$ cat config.mk
export PLATFORM = sky130hd
export DESIGN_NAME = periodic_task_and_soft_timer_scheduler_core
export DESIGN_NICKNAME = d
export VERILOG_FILES = /design/src/hw/rtl/pts_pkg.sv /design/src/hw/rtl/pts_modulo.sv /design/src/hw/rtl/periodic_task_and_soft_timer_scheduler_core.sv
export VERILOG_INCLUDE_DIRS = /design/src /design/src/hw/rtl
export SDC_FILE = /design/constraint.sdc
export NUM_CORES = 2
export LEC_CHECK = 0
export BUFFER_PORTS_ARGS = -buffer_cell sky130_fd_sc_hd__buf_2
export CORE_UTILIZATION = 64
export DETAILED_ROUTE_END_ITERATION = 8
export HOLD_SLACK_MARGIN = 0.1
export PLACE_DENSITY = 0.81
export RECOVER_POWER = 25
export SLEW_MARGIN = 20
export SYNTH_ARGS = -nofsm -noshare
export SYNTH_HDL_FRONTEND = slang
export SYNTH_SLANG_ARGS = --single-unit
export TNS_END_PERCENT = 20
$ cat constraint.sdc
create_clock -name i_clk -period 13.3 [get_ports i_clk]
set_input_delay 1.33 -clock i_clk [delete_from_list [all_inputs] [get_ports i_clk]]
set_output_delay 1.33 -clock i_clk [all_outputs]
set_load 0.005 [all_outputs]
$ cat src/hw/rtl/periodic_task_and_soft_timer_scheduler_core_defines.svh
// Assertion macros for the scheduler core.
// Included by the top level; no other dependencies.
`ifndef PERIODIC_TASK_AND_SOFT_TIMER_SCHEDULER_CORE_DEFINES_SVH
`define PERIODIC_TASK_AND_SOFT_TIMER_SCHEDULER_CORE_DEFINES_SVH
`ifndef SYNTHESIS
`define PTS_ASSERT_IMP(label, clk, rst_n, pre, post) \
    label: assert property (@(posedge clk) disable iff (!rst_n) (pre) |-> (post)) \
        else $error("assertion failed");
`define PTS_ASSERT_NXT(label, clk, rst_n, pre, post) \
    label: assert property (@(posedge clk) disable iff (!rst_n) (pre) |=> (post)) \
        else $error("assertion failed");
`else
`define PTS_ASSERT_IMP(label, clk, rst_n, pre, post)
`define PTS_ASSERT_NXT(label, clk, rst_n, pre, post)
`endif
`endif

$ cat src/hw/rtl/pts_pkg.sv
// Shared types and constants of the scheduler core.
// No dependencies.
package pts_pkg;
    localparam int TASK_SLOTS  = 8;
    localparam int TIMER_SLOTS = 8;
    localparam int SLOT_W      = $clog2(TASK_SLOTS > TIMER_SLOTS ? TASK_SLOTS : TIMER_SLOTS);

    localparam logic [3:0] OP_TICK    = 4'd0;
    localparam logic [3:0] OP_PERIOD  = 4'd1;
    localparam logic [3:0] OP_TSTART  = 4'd2;
    localparam logic [3:0] OP_TSTOP   = 4'd3;
    localparam logic [3:0] OP_REG     = 4'd4;
    localparam logic [3:0] OP_RELOAD  = 4'd5;
    localparam logic [3:0] OP_MSTART  = 4'd6;
    localparam logic [3:0] OP_MSTOP   = 4'd7;
    localparam logic [3:0] OP_READ    = 4'd8;
    localparam logic [3:0] OP_RESTART = 4'd9;

    localparam logic [1:0] KIND_REPLY = 2'd0;
    localparam logic [1:0] KIND_TASK  = 2'd1;
    localparam logic [1:0] KIND_TIMER = 2'd2;
    localparam logic [1:0] KIND_END   = 2'd3;

    localparam logic [1:0] CFG_TICK  = 2'd0;
    localparam logic [1:0] CFG_LIMIT = 2'd1;
    localparam logic [1:0] CFG_TASKS = 2'd2;
    localparam logic [1:0] CFG_TIMRS = 2'd3;

    typedef struct packed {
        logic start;
        logic done;
        logic zero;
    } t_mod_ctl;
endpackage

$ cat src/hw/rtl/pts_modulo.sv
// Bit-serial remainder unit: tests whether a 32-bit value is a multiple of a 16-bit divisor.
// Depends on pts_pkg.
module pts_modulo
    import pts_pkg::*;
(
    input  logic        i_clk,
    input  logic        i_rst_n,
    input  logic        i_start,
    input  logic [31:0] i_dividend,
    input  logic [15:0] i_divisor,
    output t_mod_ctl    o_ctl
);
    logic [31:0] r_dvd;
    logic [16:0] r_rem;
    logic [5:0]  r_cnt;
    logic        r_busy;
    logic        r_done;
    logic [16:0] w_sh;

    assign w_sh = {r_rem[15:0], r_dvd[31]};

    always_ff @(posedge i_clk) begin
        if (!i_rst_n) begin
            r_busy <= 1'b0;
            r_done <= 1'b0;
        end else begin
            r_done <= 1'b0;
            if (i_start) begin
                r_busy <= 1'b1;
                r_cnt  <= 6'd0;
                r_dvd  <= i_dividend;
                r_rem  <= 17'd0;
            end else if (r_busy) begin
                r_dvd <= {r_dvd[30:0], 1'b0};
                r_rem <= (w_sh >= {1'b0, i_divisor}) ? w_sh - {1'b0, i_divisor} : w_sh;
                r_cnt <= r_cnt + 6'd1;
                if (r_cnt == 6'd31) begin
                    r_busy <= 1'b0;
                    r_done <= 1'b1;
                end
            end
        end
    end

    assign o_ctl.start = r_busy;
    assign o_ctl.done  = r_done;
    assign o_ctl.zero  = (r_rem == 17'd0);
endmodule

$ cat src/hw/rtl/periodic_task_and_soft_timer_scheduler_core.sv
// Top level of the periodic task and software timer scheduler.
// Depends on pts_pkg, pts_modulo and the defines header.
//
// A tick walks the timer slots in use and then the task slots in use, one slot per cycle
// through a shared subtract and compare unit, and then gives its end-of-tick word. A
// tick past the run limit gives its halted word in the cycle after it is accepted. A
// command that checks a value replies after the bit-serial remainder unit is done; other
// commands reply without waiting for it. Results appear one per cycle with o_valid and
// must be taken at once, since the receiver cannot stall.
`include "periodic_task_and_soft_timer_scheduler_core_defines.svh"
module periodic_task_and_soft_timer_scheduler_core
    import pts_pkg::*;
(
    input  logic        i_clk,
    input  logic        i_rst_n,
    input  logic        start,
    output logic        busy,
    input  logic [3:0]  i_op,
    input  logic [7:0]  i_id,
    input  logic [31:0] i_value,
    input  logic        i_cfg_we,
    input  logic [1:0]  i_cfg_idx,
    input  logic [31:0] i_cfg_data,
    output logic        o_valid,
    output logic [1:0]  o_kind,
    output logic [3:0]  o_slot,
    output logic        o_ok,
    output logic [31:0] o_reading,
    output logic        o_halted,
    output logic        o_last
);
    localparam logic [2:0] S_IDLE = 3'd0;
    localparam logic [2:0] S_MOD  = 3'd1;
    localparam logic [2:0] S_CMD  = 3'd2;
    localparam logic [2:0] S_TMR  = 3'd3;
    localparam logic [2:0] S_TSK  = 3'd4;
    localparam logic [2:0] S_END  = 3'd5;

    logic [15:0] r_tick;
    logic [31:0] r_limit;
    logic [3:0]  r_ntask, r_ntimer;

    logic [31:0] r_run;
    logic [31:0] r_period  [TASK_SLOTS];
    logic [31:0] r_lastrun [TASK_SLOTS];
    logic [TASK_SLOTS-1:0]  r_en;
    logic [31:0] r_tout    [TIMER_SLOTS];
    logic [31:0] r_rem     [TIMER_SLOTS];
    logic [TIMER_SLOTS-1:0] r_runf;

    logic [2:0]  r_state;
    logic [3:0]  r_op;
    logic [7:0]  r_id;
    logic [31:0] r_val;
    logic [5:0]  r_idx;
    logic        r_modsent;
    logic        r_mult;

    logic        r_ov;
    logic [1:0]  r_okind;
    logic [3:0]  r_oslot;
    logic        r_ook, r_ohalt, r_olast;
    logic [31:0] r_oread;

    t_mod_ctl    w_mod;
    logic        w_accept;
    logic [3:0]  w_ut, w_um;
    logic        w_tv, w_mv;
    logic [SLOT_W-1:0] w_t, w_m, w_i;
    logic [32:0] w_sum;
    logic [31:0] w_sub;
    logic        w_isdone;

    assign w_accept = start && !busy;
    assign busy     = (r_state != S_IDLE);
    assign w_ut = (r_ntask  > 4'(TASK_SLOTS))  ? 4'(TASK_SLOTS)  : r_ntask;
    assign w_um = (r_ntimer > 4'(TIMER_SLOTS)) ? 4'(TIMER_SLOTS) : r_ntimer;
    assign w_tv = (r_id != 8'd0) && (r_id <= {4'd0, w_ut});
    assign w_mv = (r_id != 8'd0) && (r_id <= {4'd0, w_um});
    assign w_t  = SLOT_W'(r_id - 8'd1);
    assign w_m  = w_t;
    assign w_i  = r_idx[SLOT_W-1:0];
    assign w_sum = {1'b0, r_run} + {17'd0, r_tick};

    pts_modulo u_mod (
        .i_clk      (i_clk),
        .i_rst_n    (i_rst_n),
        .i_start    (r_state == S_MOD && !r_modsent),
        .i_dividend (r_val),
        .i_divisor  (r_tick),
        .o_ctl      (w_mod)
    );

    always_comb begin
        if (r_state == S_TSK) w_sub = r_run - r_lastrun[w_i];
        else w_sub = r_rem[w_i];
    end
    assign w_isdone = 1'b0;

    always_ff @(posedge i_clk) begin
        if (!i_rst_n) begin
            r_tick   <= 16'd1;
            r_limit  <= 32'hFFFF_FFFF;
            r_ntask  <= 4'd8;
            r_ntimer <= 4'd8;
            r_run    <= 32'd0;
            r_en     <= '0;
            r_runf   <= '0;
            r_state  <= S_IDLE;
            r_ov     <= 1'b0;
            r_modsent <= 1'b0;
            for (int k = 0; k < TASK_SLOTS; k++) begin
                r_period[k]  <= 32'd0;
                r_lastrun[k] <= 32'd0;
            end
            for (int k = 0; k < TIMER_SLOTS; k++) begin
                r_tout[k] <= 32'd0;
                r_rem[k]  <= 32'd0;
            end
        end else begin
            r_ov <= 1'b0;
            if (i_cfg_we) begin
                case (i_cfg_idx)
                    CFG_TICK:  r_tick   <= i_cfg_data[15:0];
                    CFG_LIMIT: r_limit  <= i_cfg_data;
                    CFG_TASKS: r_ntask  <= i_cfg_data[3:0];
                    CFG_TIMRS: r_ntimer <= i_cfg_data[3:0];
                    default: ;
                endcase
            end
            case (r_state)
                S_IDLE: begin
                    if (w_accept) begin
                        r_op  <= i_op;
                        r_id  <= i_id;
                        r_val <= i_value;
                        r_idx <= 6'd0;
                        r_modsent <= 1'b0;
                        if (i_op == OP_TICK) r_state <= S_TMR;
                        else if (i_op == OP_PERIOD || i_op == OP_REG || i_op == OP_RELOAD)
                            r_state <= S_MOD;
                        else r_state <= S_CMD;
                        r_mult <= 1'b1;
                        if (i_op == OP_TICK) begin
                            if (r_run >= r_limit) begin
                                r_state <= S_IDLE;
                                r_ov    <= 1'b1;
                                r_okind <= KIND_END;
                                r_oslot <= 4'd0;
                                r_ook   <= 1'b0;
                                r_oread <= r_run;
                                r_ohalt <= 1'b1;
                                r_olast <= 1'b1;
                            end else begin
                                r_run <= w_sum[32] ? 32'hFFFF_FFFF : w_sum[31:0];
                            end
                        end
                    end
                end
                S_MOD: begin
                    r_modsent <= 1'b1;
                    if (w_mod.done) begin
                        r_mult  <= (r_tick == 16'd0) ? (r_val == 32'd0) : w_mod.zero;
                        r_state <= S_CMD;
                    end
                end
                S_CMD: begin
                    r_ov    <= 1'b1;
                    r_okind <= KIND_REPLY;
                    r_oslot <= (r_id > 8'd15) ? 4'd15 : r_id[3:0];
                    r_ohalt <= 1'b0;
                    r_olast <= 1'b1;
                    r_oread <= 32'd0;
                    r_ook   <= 1'b0;
                    r_state <= S_IDLE;
                    case (r_op)
                        OP_PERIOD: begin
                            r_ook <= w_tv && r_mult;
                            if (w_tv && r_mult) r_period[w_t] <= r_val;
                        end
                        OP_TSTART: begin
                            r_ook <= w_tv;
                            if (w_tv) r_en[w_t] <= 1'b1;
                        end
                        OP_TSTOP: begin
                            r_ook <= w_tv;
                            if (w_tv) r_en[w_t] <= 1'b0;
                        end
                        OP_REG: begin
                            r_ook <= w_mv && r_mult && (r_val > {16'd0, r_tick});
                            if (w_mv && r_mult && (r_val > {16'd0, r_tick})) begin
                                r_tout[w_m] <= r_val;
                                r_rem[w_m]  <= r_val;
                                r_runf[w_m] <= 1'b0;
                            end
                        end
                        OP_RELOAD: begin
                            r_ook <= w_mv && r_mult;
                            if (w_mv && r_mult) begin
                                r_tout[w_m] <= r_val;
                                r_rem[w_m]  <= r_val;
                                r_runf[w_m] <= 1'b1;
                            end
                        end
                        OP_MSTART: begin
                            r_ook <= w_mv;
                            if (w_mv) begin
                                r_rem[w_m]  <= r_tout[w_m];
                                r_runf[w_m] <= 1'b1;
                            end
                        end
                        OP_MSTOP: begin
                            r_ook <= w_mv;
                            if (w_mv) r_runf[w_m] <= 1'b0;
                        end
                        OP_READ: begin
                            r_ook <= w_mv;
                            if (w_mv) r_oread <= r_rem[w_m];
                        end
                        OP_RESTART: begin
                            r_ook <= 1'b1;
                            r_run <= 32'd0;
                            for (int k = 0; k < TASK_SLOTS; k++) r_lastrun[k] <= 32'd0;
                        end
                        default: ;
                    endcase
                end
                S_TMR: begin
                    if (r_idx >= {2'd0, w_um}) begin
                        r_idx   <= 6'd0;
                        r_state <= S_TSK;
                    end else begin
                        r_idx <= r_idx + 6'd1;
                        if (r_runf[w_i]) begin
                            r_rem[w_i] <= (w_sub > {16'd0, r_tick}) ?
                                          w_sub - {16'd0, r_tick} : 32'd0;
                            if (w_sub <= {16'd0, r_tick}) begin
                                r_runf[w_i] <= 1'b0;
                                r_ov    <= 1'b1;
                                r_okind <= KIND_TIMER;
                                r_oslot <= 4'(r_idx + 6'd1);
                                r_ook   <= 1'b1;
                                r_oread <= 32'd0;
                                r_ohalt <= 1'b0;
                                r_olast <= 1'b0;
                            end
                        end
                    end
                end
                S_TSK: begin
                    if (r_idx >= {2'd0, w_ut}) begin
                        r_state <= S_END;
                    end else begin
                        r_idx <= r_idx + 6'd1;
                        if (r_en[w_i] && r_period[w_i] != 32'd0 && w_sub >= r_period[w_i])
                        begin
                            r_lastrun[w_i] <= r_run;
                            r_ov    <= 1'b1;
                            r_okind <= KIND_TASK;
                            r_oslot <= 4'(r_idx + 6'd1);
                            r_ook   <= 1'b1;
                            r_oread <= 32'd0;
                            r_ohalt <= 1'b0;
                            r_olast <= 1'b0;
                        end
                    end
                end
                S_END: begin
                    r_ov    <= 1'b1;
                    r_okind <= KIND_END;
                    r_oslot <= 4'd0;
                    r_ook   <= 1'b1;
                    r_oread <= r_run;
                    r_ohalt <= 1'b0;
                    r_olast <= 1'b1;
                    r_state <= S_IDLE;
                end
                default: r_state <= S_IDLE;
            endcase
        end
    end

    assign o_valid   = r_ov;
    assign o_kind    = r_okind;
    assign o_slot    = r_oslot;
    assign o_ok      = r_ook || w_isdone;
    assign o_reading = r_oread;
    assign o_halted  = r_ohalt;
    assign o_last    = r_olast;

    `PTS_ASSERT_NXT(a_cmd_reply, i_clk, i_rst_n, r_state == S_CMD, o_valid && o_last)
    `PTS_ASSERT_IMP(a_halt_end, i_clk, i_rst_n, o_valid && o_halted, o_kind == KIND_END && o_last)
    `PTS_ASSERT_IMP(a_no_accept_busy, i_clk, i_rst_n, r_state == S_TMR, busy)
endmodule
==> results.toml <==
[cts]
clkTransAtPathRegs_ps = 60
post_cts_resized = 0
cts_setup_buffers = 0
clk_latency_ps = 780
clk_path_buf_depth = 3
cts_root_buf = "clkbuf_16"
numCtsBuffers = 131
h-tree-depth = 4
cts_tree = "yes"
cts.sinks = 1285
cts_hold_buf = 0

[die]
start_util_pct = 64.9
core_area_um2 = 101000
dieArea_um2 = 103000
rows = 116
die_w_um = 322
dieHeight_um = 322
io_pins = 125

[logic_synthesis]
synthXorXnorAreaFrac_pct = 0.975
synth_edf_count = 1171
synth_area_um2 = 65400
yosys.area_share.simple_pct = 15.6
synth-main-ff-cell = "edfxtp_1"
synth_top_family_by_area = "simple AND/OR/NAND/NOR gates"
synth-adder-area-share_pct = 3.53
ys_seq_area_share_pct = 57.2
yosysWarnings = 0
synth_mux_area_share_pct = 10.5
async_reset_ff_share_pct = 0
synth_top_area_share_pct = 53.8
avgSynthCellArea_um2 = 12.5
syn_nets = 5485
synthTopCellsByArea = "edfxtp_1 (54%), mux4_2 (8.0%), and2_1 (6.9%)"
synth_area_leader_cell = "edfxtp_1"
synth.distinct_cells = 100
synthCells = 5221
ys_ff_latch = 1285
synth-compound-area-share_pct = 9.28

[global_routing]
grtUsageTotal_pct = 39.9
grt_pass1_vias = 46100
grt_pass1_wl_mm = 299
antenna_found_initial = 11
grt_max_degree = 65
gr-total-overflow = 0

[routing]
wirelength_mm = 205
vias_per_cell = 6.94
ant_nets = 0
drt_first_pass_iters = 7
drt_iter0_drc = 6965
drc = 0
wl_per_cell_um = 30.4
vias = 46800

[sta]
slew_headroom_pct = -175
fmax_mhz = 88.9
hold_violations = 0
fin_tns_setup_ps = 0
rsz0062_at_grt = "no"
period_needed_ps = 11250
timing.final.crit_share_pct = 84.6
finalMaxSlewViolations = 948
worst_pin_slew_ps = 4130
skew_ps = 29.4
setup_viol = 0

[setup_path]
cp-end-kind = "flop"
cp.required_ps = 13920
critPathLaunchType = "flop"
cp_max_fo = 62
crit_type = "reg2reg"
arrival_ps = 11870

[flow_run]
drv_cap = 27

[power_and_ir_drop]
vdd_drop_max_uv = 127
power.leakage_nw = 26.3
p_per_area_nw_per_um2 = 131

[finish]
nNetsFinal = 5550
layout_common_cells = "edfxtp_1 (1171), and2_1 (599), nor2_1 (447)"
layout_commonest_cell = "edfxtp_1"
syn_to_final_growth_pct = 10.0
drive_gt1_share_pct = 14.9
stdcell_count = 6742
n_antenna_cell = 0

[status]
status = "finished with violations"
violations = "capacitance limit, slew limit"

[placement]
placed_cells = 6510
hpwl_mm = 130
gp_congestion = 1.05
io_buffers = 124

[hold_path]
hp-class = "reg2reg"
-- sequential cells by signal, summed over array words and instances, names as in the netlist, 6 cells and up, named ones only --
| register | cells |
|---|---|
| o_reading | 32 |
| u_mod.r_dvd | 32 |
| r_rem | 256 |
| r_tick | 16 |
| r_tout | 256 |
| r_lastrun | 256 |
| r_idx | 6 |
| r_id | 8 |
| r_limit | 32 |
| r_period | 256 |
| r_run | 32 |
| u_mod.r_cnt | 6 |
| u_mod.r_rem | 17 |
| r_val | 32 |
-- power breakdown --
| group | internal, W | total [W] | switching (W) |
|---|---|---|---|
| sequential | 0.00454 | 0.00461 | 0.0000770 |
| combinational | 0.000410 | 0.00120 | 0.000786 |
| clock | 0.00202 | 0.00364 | 0.00162 |
-- routing by layer --
metal	up-vias	global-route usage (%)	part of all wire, %
li1	19700	-	-
met3	813	11.0	13
met1	22700	49.4	34
met2	3645	62.3	46
met5	-	0	0.060
met4	20	25.0	7.1
-- worst max-delay path, cell delays in order (launching register included) --
cell and delay (ps):
edfxtp_1 310, clkbuf_1 1970, inv_1 1240, ha_1 660
xor2_4 150, buf_4 440, clkbuf_1 2940, nand2_1 1780
nor2_2 880, buf_4 420, and2_1 200
-- final timing paths --
path	start	endpoint	slack (ps)	cells past startpoint
worst max-delay path	r_id[0]$_DFFE_PP_	r_period[5][31]$_SDFFCE_PN0P_	2050	10
worst min register to register	r_modsent$_SDFFE_PN0P_	r_modsent$_SDFFE_PN0P_	500	2
worst max register to register	r_id[0]$_DFFE_PP_	r_period[5][31]$_SDFFCE_PN0P_	2050	10
worst min-delay path	r_modsent$_SDFFE_PN0P_	r_modsent$_SDFFE_PN0P_	500	2
-- cells by family after synthesis --
family          after synthesis
buf+inv                     466
compound gates              850
mux                         394
xor+xnor                     72
fa+ha+maj                   182
simple gates               1972
flops                      1285
-- synthesized netlist by cell type (13+ instances only) --
cell type and n:
nor3_1 105, inv_1 96, clkbuf_1 285, o21ai_0 151, dfxtp_1 114, nor2b_1 29, mux2i_1 133, a221oi_1 18
and3_1 21, o22ai_1 74, a21oi_1 181, nand3_1 64, a22oi_1 28, edfxtp_1 1171, nand2_1 370, mux4_2 231
nand4_1 51, buf_1 34, a211oi_1 46, a22o_1 23, nor2_1 464, xor2_1 23, a311oi_1 13, mux2_2 30
a31oi_1 23, xnor2_1 48, o21a_1 24, a21o_1 49, nand2b_1 27, buf_2 28, ha_1 178, o211ai_1 46
and2_1 722, nor4_1 55
-- through the flow --
step                      total power [W]  util, %  worst slack, ps  cell area, um2  hold slack, ps
after global routing              0.00966     71.4             2150           72000             532
after global placement            0.00581     67.5             4320           68000             472
after CTS                         0.00940     71.6             4110           72200             495
after floorplan                   0.00542        -             3900           65400             437
final                             0.00945     71.4             2050           72000             499
after detailed placement          0.00583     67.5             4170           68000             489
-- final cells by class --
cell class	instances	area (um2)
multi-input combinational	3470	26500
clock inverter	76	723
timing repair buffer	294	1760
sequential	1285	37500
clock buffer	156	3430
tap	1357	1700
fill	6691	28800
inverter	104	390
(Power assumes the default switching activity.)
